<file path="src/rtl/crpq_pkg.sv">
// Shared types, codes and helper functions of the coalescing repeat packet queue.
package crpq_pkg;

  localparam int DEPTH = 16;
  localparam int IDX_W = (DEPTH > 1) ? $clog2(DEPTH) : 1;
  localparam int CNT_W = $clog2(DEPTH + 1);

  localparam int OP_W      = 2;
  localparam int ADDR_W    = 16;
  localparam int KIND_W    = 4;
  localparam int REPEAT_W  = 4;
  localparam int BYTES_W   = 3;
  localparam int PAYLOAD_W = 48;
  localparam int OCC_W     = 5;
  localparam int MODE_W    = 2;
  localparam int LEN_W     = 5;
  localparam int CFG_IDX_W = 2;
  localparam int CFG_DATA_W = 5;

  localparam logic [LEN_W-1:0] LEN_RESET = LEN_W'(10);

  localparam logic [OP_W-1:0] OP_INSERT = 2'd0;
  localparam logic [OP_W-1:0] OP_READ   = 2'd1;
  localparam logic [OP_W-1:0] OP_CLEAR  = 2'd2;

  localparam logic [MODE_W-1:0] MODE_PLAIN  = 2'd0;
  localparam logic [MODE_W-1:0] MODE_REPEAT = 2'd1;
  localparam logic [MODE_W-1:0] MODE_EMERG  = 2'd2;

  localparam logic [CFG_IDX_W-1:0] REG_MODE   = 2'd0;
  localparam logic [CFG_IDX_W-1:0] REG_LENGTH = 2'd1;

  typedef struct packed {
    logic [ADDR_W-1:0]    address;
    logic [KIND_W-1:0]    kind;
    logic [REPEAT_W-1:0]  repeat_cnt;
    logic [BYTES_W-1:0]   byte_count;
    logic [PAYLOAD_W-1:0] payload;
  } slot_t;

  localparam int SLOT_W = $bits(slot_t);

  typedef struct packed {
    logic [MODE_W-1:0] mode;
    logic [CNT_W-1:0]  len;
    logic              flush;
  } cfg_t;

  function automatic logic [CNT_W-1:0] ring_len(input logic [LEN_W-1:0] q);
    int unsigned l;
    l = int'(q);
    if (l == 0) begin
      l = 1;
    end else if (l > DEPTH) begin
      l = DEPTH;
    end
    return CNT_W'(l);
  endfunction

  function automatic logic [IDX_W-1:0] ring_next(input logic [IDX_W-1:0] i,
                                                 input logic [CNT_W-1:0] len);
    int unsigned n;
    n = int'(i) + 1;
    if (n >= int'(len)) begin
      return '0;
    end
    return IDX_W'(n);
  endfunction

endpackage

</file>
<file path="src/rtl/crpq_if.sv">
// Channel interfaces of the coalescing repeat packet queue: input, result and configuration.
interface crpq_in_if
  import crpq_pkg::*;
();
  logic                 valid;
  logic                 ready;
  logic [OP_W-1:0]      operation;
  logic [ADDR_W-1:0]    address;
  logic [KIND_W-1:0]    kind;
  logic [REPEAT_W-1:0]  repeat_req;
  logic [BYTES_W-1:0]   byte_count;
  logic [PAYLOAD_W-1:0] payload;

  modport source (output valid, operation, address, kind, repeat_req, byte_count, payload,
                  input ready);
  modport sink (input valid, operation, address, kind, repeat_req, byte_count, payload,
                output ready);
endinterface

interface crpq_out_if
  import crpq_pkg::*;
();
  logic                 valid;
  logic                 ready;
  logic                 success;
  logic [ADDR_W-1:0]    out_address;
  logic [KIND_W-1:0]    out_kind;
  logic [REPEAT_W-1:0]  out_repeat;
  logic [BYTES_W-1:0]   out_byte_count;
  logic [PAYLOAD_W-1:0] out_payload;
  logic [OCC_W-1:0]     occupancy;

  modport source (output valid, success, out_address, out_kind, out_repeat, out_byte_count,
                  out_payload, occupancy, input ready);
  modport sink (input valid, success, out_address, out_kind, out_repeat, out_byte_count,
                out_payload, occupancy, output ready);
endinterface

interface crpq_cfg_if
  import crpq_pkg::*;
();
  logic                  valid;
  logic                  ready;
  logic [CFG_IDX_W-1:0]  index;
  logic [CFG_DATA_W-1:0] data;

  modport source (output valid, index, data, input ready);
  modport sink (input valid, index, data, output ready);
endinterface

</file>
<file path="src/rtl/crpq_ram.sv">
// Generic single-write, single-read RAM with registered read data.
module crpq_ram #(
  parameter int WIDTH = 8,
  parameter int DEPTH = 16
) (
  input  logic                     clk,
  input  logic                     we,
  input  logic [$clog2(DEPTH)-1:0] waddr,
  input  logic [WIDTH-1:0]         wdata,
  input  logic [$clog2(DEPTH)-1:0] raddr,
  output logic [WIDTH-1:0]         rdata
);

  logic [WIDTH-1:0] mem [DEPTH];

  always_ff @(posedge clk) begin
    if (we) begin
      mem[waddr] <= wdata;
    end
    rdata <= mem[raddr];
  end

endmodule

</file>
<file path="src/rtl/crpq_core.sv">
// Sequencer of the packet queue: ring pointers, one-entry-per-cycle coalescing scan and reads.
module crpq_core
  import crpq_pkg::*;
(
  input  logic              clk,
  input  logic              rst,
  input  cfg_t              cfg,
  crpq_in_if.sink           in_pkt,
  crpq_out_if.source        out_pkt,
  output logic              ram_we,
  output logic [IDX_W-1:0]  ram_waddr,
  output slot_t             ram_wdata,
  output logic [IDX_W-1:0]  ram_raddr,
  input  slot_t             ram_rdata
);

  typedef enum logic [1:0] {S_IDLE, S_READ, S_SCAN, S_FINISH} state_t;

  state_t               state;
  logic [IDX_W-1:0]     head_index;
  logic [IDX_W-1:0]     tail_index;
  logic [CNT_W-1:0]     held_count;
  slot_t                pkt;
  logic                 reinsert;
  logic [IDX_W-1:0]     issue_idx;
  logic [CNT_W-1:0]     issue_n;
  logic                 chk_vld;
  logic [IDX_W-1:0]     chk_idx;
  logic                 res_success;
  slot_t                res_slot;
  logic                 out_valid;
  logic                 out_success;
  slot_t                out_slot;
  logic [OCC_W-1:0]     out_occ;

  logic                 accept;
  logic                 match;
  logic                 issue_done;
  logic                 has_room;
  logic                 load_out;
  logic [REPEAT_W-1:0]  cnt_dec;
  slot_t                head_upd;

  assign in_pkt.ready = (state == S_IDLE);
  assign accept       = in_pkt.valid && in_pkt.ready;

  assign match = chk_vld && (ram_rdata.address == pkt.address) && (ram_rdata.kind == pkt.kind);
  assign issue_done = (issue_n == held_count);
  assign has_room   = (held_count < cfg.len);
  assign load_out   = (state == S_FINISH) && (!out_valid || out_pkt.ready);
  assign cnt_dec    = (ram_rdata.repeat_cnt == '0) ? '0 : ram_rdata.repeat_cnt - REPEAT_W'(1);

  always_comb begin
    head_upd = ram_rdata;
    head_upd.repeat_cnt = cnt_dec;
  end

  always_comb begin
    ram_raddr = (state == S_SCAN) ? issue_idx : head_index;
    ram_we    = 1'b0;
    ram_waddr = head_index;
    ram_wdata = head_upd;
    case (state)
      S_SCAN: begin
        if (match) begin
          ram_we    = 1'b1;
          ram_waddr = chk_idx;
          ram_wdata = pkt;
        end else if (issue_done && has_room) begin
          ram_we    = 1'b1;
          ram_waddr = tail_index;
          ram_wdata = pkt;
        end
      end
      S_READ: begin
        ram_we = (cfg.mode == MODE_EMERG);
      end
      default: begin
        ram_we = 1'b0;
      end
    endcase
  end

  assign out_pkt.valid          = out_valid;
  assign out_pkt.success        = out_success;
  assign out_pkt.out_address    = out_slot.address;
  assign out_pkt.out_kind       = out_slot.kind;
  assign out_pkt.out_repeat     = out_slot.repeat_cnt;
  assign out_pkt.out_byte_count = out_slot.byte_count;
  assign out_pkt.out_payload    = out_slot.payload;
  assign out_pkt.occupancy      = out_occ;

  always_ff @(posedge clk) begin
    if (rst) begin
      state      <= S_IDLE;
      head_index <= '0;
      tail_index <= '0;
      held_count <= '0;
      chk_vld    <= 1'b0;
      out_valid  <= 1'b0;
    end else begin
      if (load_out) begin
        out_valid <= 1'b1;
      end else if (out_valid && out_pkt.ready) begin
        out_valid <= 1'b0;
      end
      if (cfg.flush) begin
        head_index <= '0;
        tail_index <= '0;
        held_count <= '0;
      end
      case (state)
        S_IDLE: begin
          if (accept) begin
            pkt.address    <= in_pkt.address;
            pkt.kind       <= in_pkt.kind;
            pkt.repeat_cnt <= in_pkt.repeat_req;
            pkt.byte_count <= in_pkt.byte_count;
            pkt.payload    <= in_pkt.payload;
            reinsert       <= 1'b0;
            res_success    <= 1'b0;
            res_slot       <= '0;
            issue_idx      <= head_index;
            issue_n        <= '0;
            chk_vld        <= 1'b0;
            case (in_pkt.operation)
              OP_INSERT: begin
                if (cfg.mode == MODE_REPEAT && in_pkt.repeat_req == '0) begin
                  state <= S_FINISH;
                end else begin
                  state <= S_SCAN;
                end
              end
              OP_READ: begin
                state <= (held_count == '0) ? S_FINISH : S_READ;
              end
              OP_CLEAR: begin
                head_index <= '0;
                tail_index <= '0;
                held_count <= '0;
                state      <= S_FINISH;
              end
              default: begin
                state <= S_FINISH;
              end
            endcase
          end
        end
        S_READ: begin
          res_success <= 1'b1;
          if (cfg.mode == MODE_REPEAT) begin
            res_slot   <= head_upd;
            head_index <= ring_next(head_index, cfg.len);
            held_count <= held_count - CNT_W'(1);
            if (cnt_dec != '0) begin
              pkt       <= head_upd;
              reinsert  <= 1'b1;
              issue_idx <= ring_next(head_index, cfg.len);
              issue_n   <= '0;
              chk_vld   <= 1'b0;
              state     <= S_SCAN;
            end else begin
              state <= S_FINISH;
            end
          end else if (cfg.mode == MODE_EMERG) begin
            res_slot <= head_upd;
            state    <= S_FINISH;
            if (cnt_dec == '0) begin
              head_index <= ring_next(head_index, cfg.len);
              held_count <= held_count - CNT_W'(1);
            end
          end else begin
            res_slot   <= ram_rdata;
            head_index <= ring_next(head_index, cfg.len);
            held_count <= held_count - CNT_W'(1);
            state      <= S_FINISH;
          end
        end
        S_SCAN: begin
          if (match) begin
            if (!reinsert) begin
              res_success <= 1'b1;
            end
            chk_vld <= 1'b0;
            state   <= S_FINISH;
          end else if (issue_done) begin
            if (has_room) begin
              tail_index <= ring_next(tail_index, cfg.len);
              held_count <= held_count + CNT_W'(1);
              if (!reinsert) begin
                res_success <= 1'b1;
              end
            end
            chk_vld <= 1'b0;
            state   <= S_FINISH;
          end else begin
            chk_vld   <= 1'b1;
            chk_idx   <= issue_idx;
            issue_idx <= ring_next(issue_idx, cfg.len);
            issue_n   <= issue_n + CNT_W'(1);
          end
        end
        S_FINISH: begin
          if (load_out) begin
            out_success <= res_success;
            out_slot    <= res_slot;
            out_occ     <= OCC_W'(held_count);
            state       <= S_IDLE;
          end
        end
        default: begin
          state <= S_IDLE;
        end
      endcase
    end
  end

  a_held_in_range: assert property (@(posedge clk) disable iff (rst)
    held_count <= cfg.len)
    else $error("Queue holds more entries than the ring length.");

  a_ptr_in_range: assert property (@(posedge clk) disable iff (rst)
    (head_index < cfg.len) && (tail_index < cfg.len))
    else $error("Ring pointer beyond the ring length.");

  a_held_step: assert property (@(posedge clk) disable iff (rst)
    !$past(rst) |-> (held_count == $past(held_count)) || (held_count == '0) ||
                    (held_count == $past(held_count) + CNT_W'(1)) ||
                    (held_count == $past(held_count) - CNT_W'(1)))
    else $error("Occupancy changed by more than one entry.");

  a_write_only_busy: assert property (@(posedge clk) disable iff (rst)
    ram_we |-> (state == S_SCAN || state == S_READ))
    else $error("Slot write outside a scan or read.");

endmodule

</file>
<file path="src/rtl/coalescing_repeat_packet_queue_top.sv">
// Top level of the coalescing repeat packet queue: configuration registers, sequencer and slot RAM.
//
// A ring queue of up to DEPTH command packets. Each transfer on in_pkt is one operation
// (insert, read or clear) and yields exactly one transfer on out_pkt. The block is busy
// while an operation runs and accepts a new one once the previous result is registered,
// even if that result has not yet been taken. An insert compares one slot per cycle
// against the new address and kind with a single comparator on the slot RAM read port.
// In repeat mode a read whose packet still has repeats left re-inserts it through the
// same scan.
// Configuration writes are taken at any time but must only be made while the queue is
// idle; writing queue_length empties the queue.
module coalescing_repeat_packet_queue_top
  import crpq_pkg::*;
(
  input  logic        clk,
  input  logic        rst,
  crpq_cfg_if.sink    cfg,
  crpq_in_if.sink     in_pkt,
  crpq_out_if.source  out_pkt
);

  logic [MODE_W-1:0] queue_mode;
  logic [LEN_W-1:0]  queue_length;
  cfg_t              core_cfg;
  logic              cfg_accept;

  logic              ram_we;
  logic [IDX_W-1:0]  ram_waddr;
  slot_t             ram_wdata;
  logic [IDX_W-1:0]  ram_raddr;
  slot_t             ram_rdata;

  assign cfg.ready  = 1'b1;
  assign cfg_accept = cfg.valid && cfg.ready;

  always_ff @(posedge clk) begin
    if (rst) begin
      queue_mode   <= MODE_PLAIN;
      queue_length <= LEN_RESET;
    end else if (cfg_accept) begin
      case (cfg.index)
        REG_MODE: begin
          queue_mode <= cfg.data[MODE_W-1:0];
        end
        REG_LENGTH: begin
          queue_length <= cfg.data[LEN_W-1:0];
        end
        default: begin
          queue_mode <= queue_mode;
        end
      endcase
    end
  end

  assign core_cfg.mode  = queue_mode;
  assign core_cfg.len   = ring_len(queue_length);
  assign core_cfg.flush = cfg_accept && (cfg.index == REG_LENGTH);

  crpq_core u_core (
    .clk       (clk),
    .rst       (rst),
    .cfg       (core_cfg),
    .in_pkt    (in_pkt),
    .out_pkt   (out_pkt),
    .ram_we    (ram_we),
    .ram_waddr (ram_waddr),
    .ram_wdata (ram_wdata),
    .ram_raddr (ram_raddr),
    .ram_rdata (ram_rdata)
  );

  crpq_ram #(
    .WIDTH (SLOT_W),
    .DEPTH (DEPTH)
  ) u_slots (
    .clk   (clk),
    .we    (ram_we),
    .waddr (ram_waddr),
    .wdata (ram_wdata),
    .raddr (ram_raddr),
    .rdata (ram_rdata)
  );

endmodule

</file>
<file path="src/flat_wrapper.sv">
// flat-port wrapper written by rule: the top's interface ports become plain ports
module coalescing_repeat_packet_queue_top_flat import crpq_pkg::*;
  (clk, rst, cfg_valid, cfg_index, cfg_data, cfg_ready, in_pkt_valid, in_pkt_operation, in_pkt_address, in_pkt_kind, in_pkt_repeat_req, in_pkt_byte_count, in_pkt_payload, in_pkt_ready, out_pkt_valid, out_pkt_success, out_pkt_out_address, out_pkt_out_kind, out_pkt_out_repeat, out_pkt_out_byte_count, out_pkt_out_payload, out_pkt_occupancy, out_pkt_ready);
  crpq_cfg_if cfg_i ();
  crpq_in_if in_pkt_i ();
  crpq_out_if out_pkt_i ();
  input  logic clk;
  input  logic rst;
  input wire logic [$bits(cfg_i.valid)-1:0] cfg_valid;
  input wire logic [$bits(cfg_i.index)-1:0] cfg_index;
  input wire logic [$bits(cfg_i.data)-1:0] cfg_data;
  output wire logic [$bits(cfg_i.ready)-1:0] cfg_ready;
  input wire logic [$bits(in_pkt_i.valid)-1:0] in_pkt_valid;
  input wire logic [$bits(in_pkt_i.operation)-1:0] in_pkt_operation;
  input wire logic [$bits(in_pkt_i.address)-1:0] in_pkt_address;
  input wire logic [$bits(in_pkt_i.kind)-1:0] in_pkt_kind;
  input wire logic [$bits(in_pkt_i.repeat_req)-1:0] in_pkt_repeat_req;
  input wire logic [$bits(in_pkt_i.byte_count)-1:0] in_pkt_byte_count;
  input wire logic [$bits(in_pkt_i.payload)-1:0] in_pkt_payload;
  output wire logic [$bits(in_pkt_i.ready)-1:0] in_pkt_ready;
  output wire logic [$bits(out_pkt_i.valid)-1:0] out_pkt_valid;
  output wire logic [$bits(out_pkt_i.success)-1:0] out_pkt_success;
  output wire logic [$bits(out_pkt_i.out_address)-1:0] out_pkt_out_address;
  output wire logic [$bits(out_pkt_i.out_kind)-1:0] out_pkt_out_kind;
  output wire logic [$bits(out_pkt_i.out_repeat)-1:0] out_pkt_out_repeat;
  output wire logic [$bits(out_pkt_i.out_byte_count)-1:0] out_pkt_out_byte_count;
  output wire logic [$bits(out_pkt_i.out_payload)-1:0] out_pkt_out_payload;
  output wire logic [$bits(out_pkt_i.occupancy)-1:0] out_pkt_occupancy;
  input wire logic [$bits(out_pkt_i.ready)-1:0] out_pkt_ready;
  assign cfg_i.valid = cfg_valid;
  assign cfg_i.index = cfg_index;
  assign cfg_i.data = cfg_data;
  assign cfg_ready = cfg_i.ready;
  assign in_pkt_i.valid = in_pkt_valid;
  assign in_pkt_i.operation = in_pkt_operation;
  assign in_pkt_i.address = in_pkt_address;
  assign in_pkt_i.kind = in_pkt_kind;
  assign in_pkt_i.repeat_req = in_pkt_repeat_req;
  assign in_pkt_i.byte_count = in_pkt_byte_count;
  assign in_pkt_i.payload = in_pkt_payload;
  assign in_pkt_ready = in_pkt_i.ready;
  assign out_pkt_valid = out_pkt_i.valid;
  assign out_pkt_success = out_pkt_i.success;
  assign out_pkt_out_address = out_pkt_i.out_address;
  assign out_pkt_out_kind = out_pkt_i.out_kind;
  assign out_pkt_out_repeat = out_pkt_i.out_repeat;
  assign out_pkt_out_byte_count = out_pkt_i.out_byte_count;
  assign out_pkt_out_payload = out_pkt_i.out_payload;
  assign out_pkt_occupancy = out_pkt_i.occupancy;
  assign out_pkt_i.ready = out_pkt_ready;
  coalescing_repeat_packet_queue_top u_core (.clk(clk), .rst(rst), .cfg(cfg_i), .in_pkt(in_pkt_i), .out_pkt(out_pkt_i));
endmodule
</file>
<file path="config.mk">
export PLATFORM = sky130hd
export DESIGN_NAME = coalescing_repeat_packet_queue_top_flat
export DESIGN_NICKNAME = d
export VERILOG_FILES = /design/src/rtl/crpq_pkg.sv /design/src/rtl/crpq_if.sv /design/src/rtl/crpq_ram.sv /design/src/rtl/crpq_core.sv /design/src/rtl/coalescing_repeat_packet_queue_top.sv /design/src/flat_wrapper.sv
export SDC_FILE = /design/constraint.sdc
export NUM_CORES = 2
export LEC_CHECK = 0
export ABC_CLOCK_PERIOD_IN_PS = 30600
export BUFFER_PORTS_ARGS = -buffer_cell sky130_fd_sc_hd__buf_2
export CAP_MARGIN = 20
export CELL_PAD_IN_SITES_DETAIL_PLACEMENT = 1
export CELL_PAD_IN_SITES_GLOBAL_PLACEMENT = 2
export CORE_MARGIN = 1.5
export CORE_UTILIZATION = 30
export DETAILED_ROUTE_END_ITERATION = 7
export PLACE_DENSITY_LB_ADDON = 0.1
export SLEW_MARGIN = 20
export SYNTH_ARGS = -nofsm -noshare
export SYNTH_HDL_FRONTEND = slang
export SYNTH_SLANG_ARGS = --single-unit
</file>
<file path="constraint.sdc">
create_clock -name clk -period 30.6 [get_ports clk]
set_input_delay 9.18 -clock clk [delete_from_list [all_inputs] [get_ports clk]]
set_output_delay 9.18 -clock clk [all_outputs]
set_load 0.005 [all_outputs]
</file>
==> reports/results.txt <==
Die outline area: 201000 um^2
Crit path cell chain: buf_2 -> nor2_4 -> buf_4 -> and2_4 -> buf_4
Critical Path Max Stage Delay: 890 ps
Aggregate global routing overflow: 0
FF+latch count, synth: 1545
Ratio of cells with drive above 1 in the final layout: 28.1%
# port buffers: 171
Placer's final routability congestion estimate: 0.721
Layout overhead on the synthesized area: 16.4%
Total Routed Length: 168000 um
Part of the cycle the worst path needs: 37.6%
PD cells: 90.4 nW/um^2
Worst min-delay path class: reg2reg
RSZ-0062 raised after global routing: false
Post-DP HPWL: 83900 um
Core area: 197000 um^2
Cell variety after synth: 71
Post-cts gate resize count: 0
Maximum buffer depth of the clock tree: 3
Post CTS Setup Buffer Count: 0
Synthesized Nets: 3121
Total Neg Setup Slack: 0 ps
Initial Utilization: 30.2%
Filler Cells Inserted: 19400
Timing-limited maximum frequency: 86.9 MHz
Static leakage: 22.4 nW
Clock-pin slew on the worst setup and hold paths: 60 ps
Final count of hold timing violations: 0
Most area-consuming cells after synthesis: edfxtp_1 73%, mux4_2 11%, dfxtp_1 3.3%
Die W: 448 um
Number of iterations in the first detailed-routing pass: 5
Critical Path AT: 11930 ps
Total CTS buffers: 171
Number of cells on the worst reg-to-reg path: 12
Final setup violating endpoints: 0
Clock tree skew after final layout: 26.6 ps
Area fraction of the dominant cell type after synthesis: 73.1%
Clk_lat worst skew: 810 ps
CTS tree: done
EDFF count, synth: 1446
Iteration-0 DRC Markers: 2168
Transition time of the tightest slew-check pin: 1140 ps
Slew Viols, Final: 0
Commonest cells in the synthesized netlist: 1446 x edfxtp_1, 300 x mux4_2, 253 x nand2_1, 151 x and2_1, 128 x mux2_2
Critical Path Slowest Stage Cell: and2_4
Root buffer selected by CTS: clkbuf_16
Most instantiated flip-flop cell in the synthesis netlist: edfxtp_1
Kind of end point of the critical path: register
Type of origin of the critical path: input pin
Share of the yosys chip area belonging to registers: 76.4%
Maximum number of pins on one net before global-route repair: 128
Crit Path Max Fanout: 40
FP Rows: 163
Max-Slew Margin vs Limit: 24.0%
Endpoint required time on the critical path: 31020 ps
Critical Path Most Common Cell: buf_4
Routed wirelength normalized by instance count: 27.7 um
Clock H-tree levels: 4
WHS Path Cells: 0
Largest area contributor in the netlist: edfxtp_1
Setup slack of the most critical reg-to-reg path: 25120 ps
First-pass GRT wire length: 239000 um
Status: complete, no violations
Clock sink count: 1545
Number of hold-repair buffers added at the cts stage: 0
Nets: 3370
Final antenna-violating net count: 0
Class of the most critical setup path: in2reg
Fraction of synthesis flops using an asynchronous set or reset pin: 0%
Summed instance area of the synthesized netlist: 59400 um^2
Average footprint of a synthesized cell: 19.8 um^2
Post-layout minimum cycle time: 11510 ps
I/O pin count: 173
Residual DRC: 0
Power Total: 6.26 mW
Count of warnings emitted by yosys: 0
Peak supply drop: 76.0 uV
Total GRT Usage: 16.8%
Number of antenna violations at the first check in global routing: 13
Via count of the first global-routing pass: 32500
Mapped Cells: 3005
Die Span Y: 448 um
Via-per-instance ratio: 4.87
Max-capacitance violation count: 0
Total number of vias: 29400
Dominant cell by count in the synthesized netlist: edfxtp_1
stage by stage:
stage | instance area (um^2) | worst slack, ps | hold slack [ps] | util [%] | instances
floorplan | 59400 | 15040 | 400 | - | 3005
global placement | 63700 | 18140 | 400 | 32.3 | 5721
detailed placement | 63700 | 18090 | 406 | 32.3 | 5721
CTS | 69200 | 18980 | 419 | 35.1 | 6041
global route | 69200 | 18900 | 426 | 35.1 | 6042
finish | 69200 | 19090 | 416 | 35.1 | 6043
cell usage in the layout, fill, tap and decap left out, types with 39 or more instances in the layout:
cell type / instances
dfxtp_1: 99
nor2_1: 39
clkbuf_1: 53
mux2_2: 127
buf_2: 171
nand2_1: 253
mux4_2: 300
and2_1: 150
buf_4: 59
edfxtp_1: 1446
a211oi_1: 76
a31oi_1: 78
clkbuf_16: 178
registers in the layout, summed over array words and instances, names as in the netlist, 16 cells and up:
signal	flops
u_core.u_core.res_slot	75
u_core.u_slots.mem	1200
u_core.u_core.pkt	75
u_core.u_core.out_pkt.out_address	16
u_core.u_slots.rdata	75
u_core.u_core.out_pkt.out_payload	48
routing by layer:
| layer | routed length (um) | global-route usage (%) | vias up |
|---|---|---|---|
| li1 | - | - | 12700 |
| met1 | 74600 | 22.3 | 16000 |
| met2 | 83500 | 28.7 | 571 |
| met3 | 6210 | 2.46 | 219 |
| met4 | 3210 | 4.24 | 0 |
| met5 | 0 | 0 | - |
logic make-up (layout without fill, tap and decap cells):
family	Yosys count	in the layout	synth area share [%]
other	1	3	0.00631
DFF	1545	1545	76.4
buffers and inverters	176	572	1.23
xor gates and xnor gates	33	33	0.486
and+or+nand+nor	541	541	4.47
adders and majority gates	29	29	0.602
AOI/OAI and AO/OA	242	242	2.85
muxes	438	438	14.0
path summary, 6_finish.rpt:
| kind | from | to |
|---|---|---|
| max reg2reg | u_core.queue_length[4]$_SDFFE_PP0P_ | u_core.u_slots.mem[0][9]$_DFFE_PP_ |
| min | u_core.u_core.res_slot[47]$_SDFFCE_PN0P_ | u_core.u_core.out_pkt.out_payload[47]$_DFFE_PP_ |
| max | rst | u_core.u_core.pkt[17]$_DFFE_PP_ |
| min reg2reg | u_core.u_core.res_slot[47]$_SDFFCE_PN0P_ | u_core.u_core.out_pkt.out_payload[47]$_DFFE_PP_ |
worst max-delay path, delay by kind of cell:
| family | cells | cell delay, ps |
|---|---|---|
| buffers and inverters | 3 | 1640 |
| and+or+nand+nor | 2 | 1050 |
power by group:
part           internal [mW]  switching, mW  leakage, nW
Combinational          0.533          0.850         5.83
Sequential              2.76          0.112         13.9
Clock                   1.17          0.835         2.69
cell type report:
class | instances | area (um^2) | share of cell area, %
Sequential cell | 1545 | 45400 | 65.6
Multi-Input combinational cell | 1284 | 13500 | 19.5
Clock buffer | 253 | 4960 | 7.16
Tap cell | 2640 | 3300 | 4.77
Timing Repair Buffer | 237 | 1440 | 2.08
Clock inverter | 67 | 508 | 0.734
Inverter | 15 | 56.3 | 0.0814
Antenna cell | 2 | 5.00 | 0.00723
Note: power is estimated with default switching activity, not from simulation.
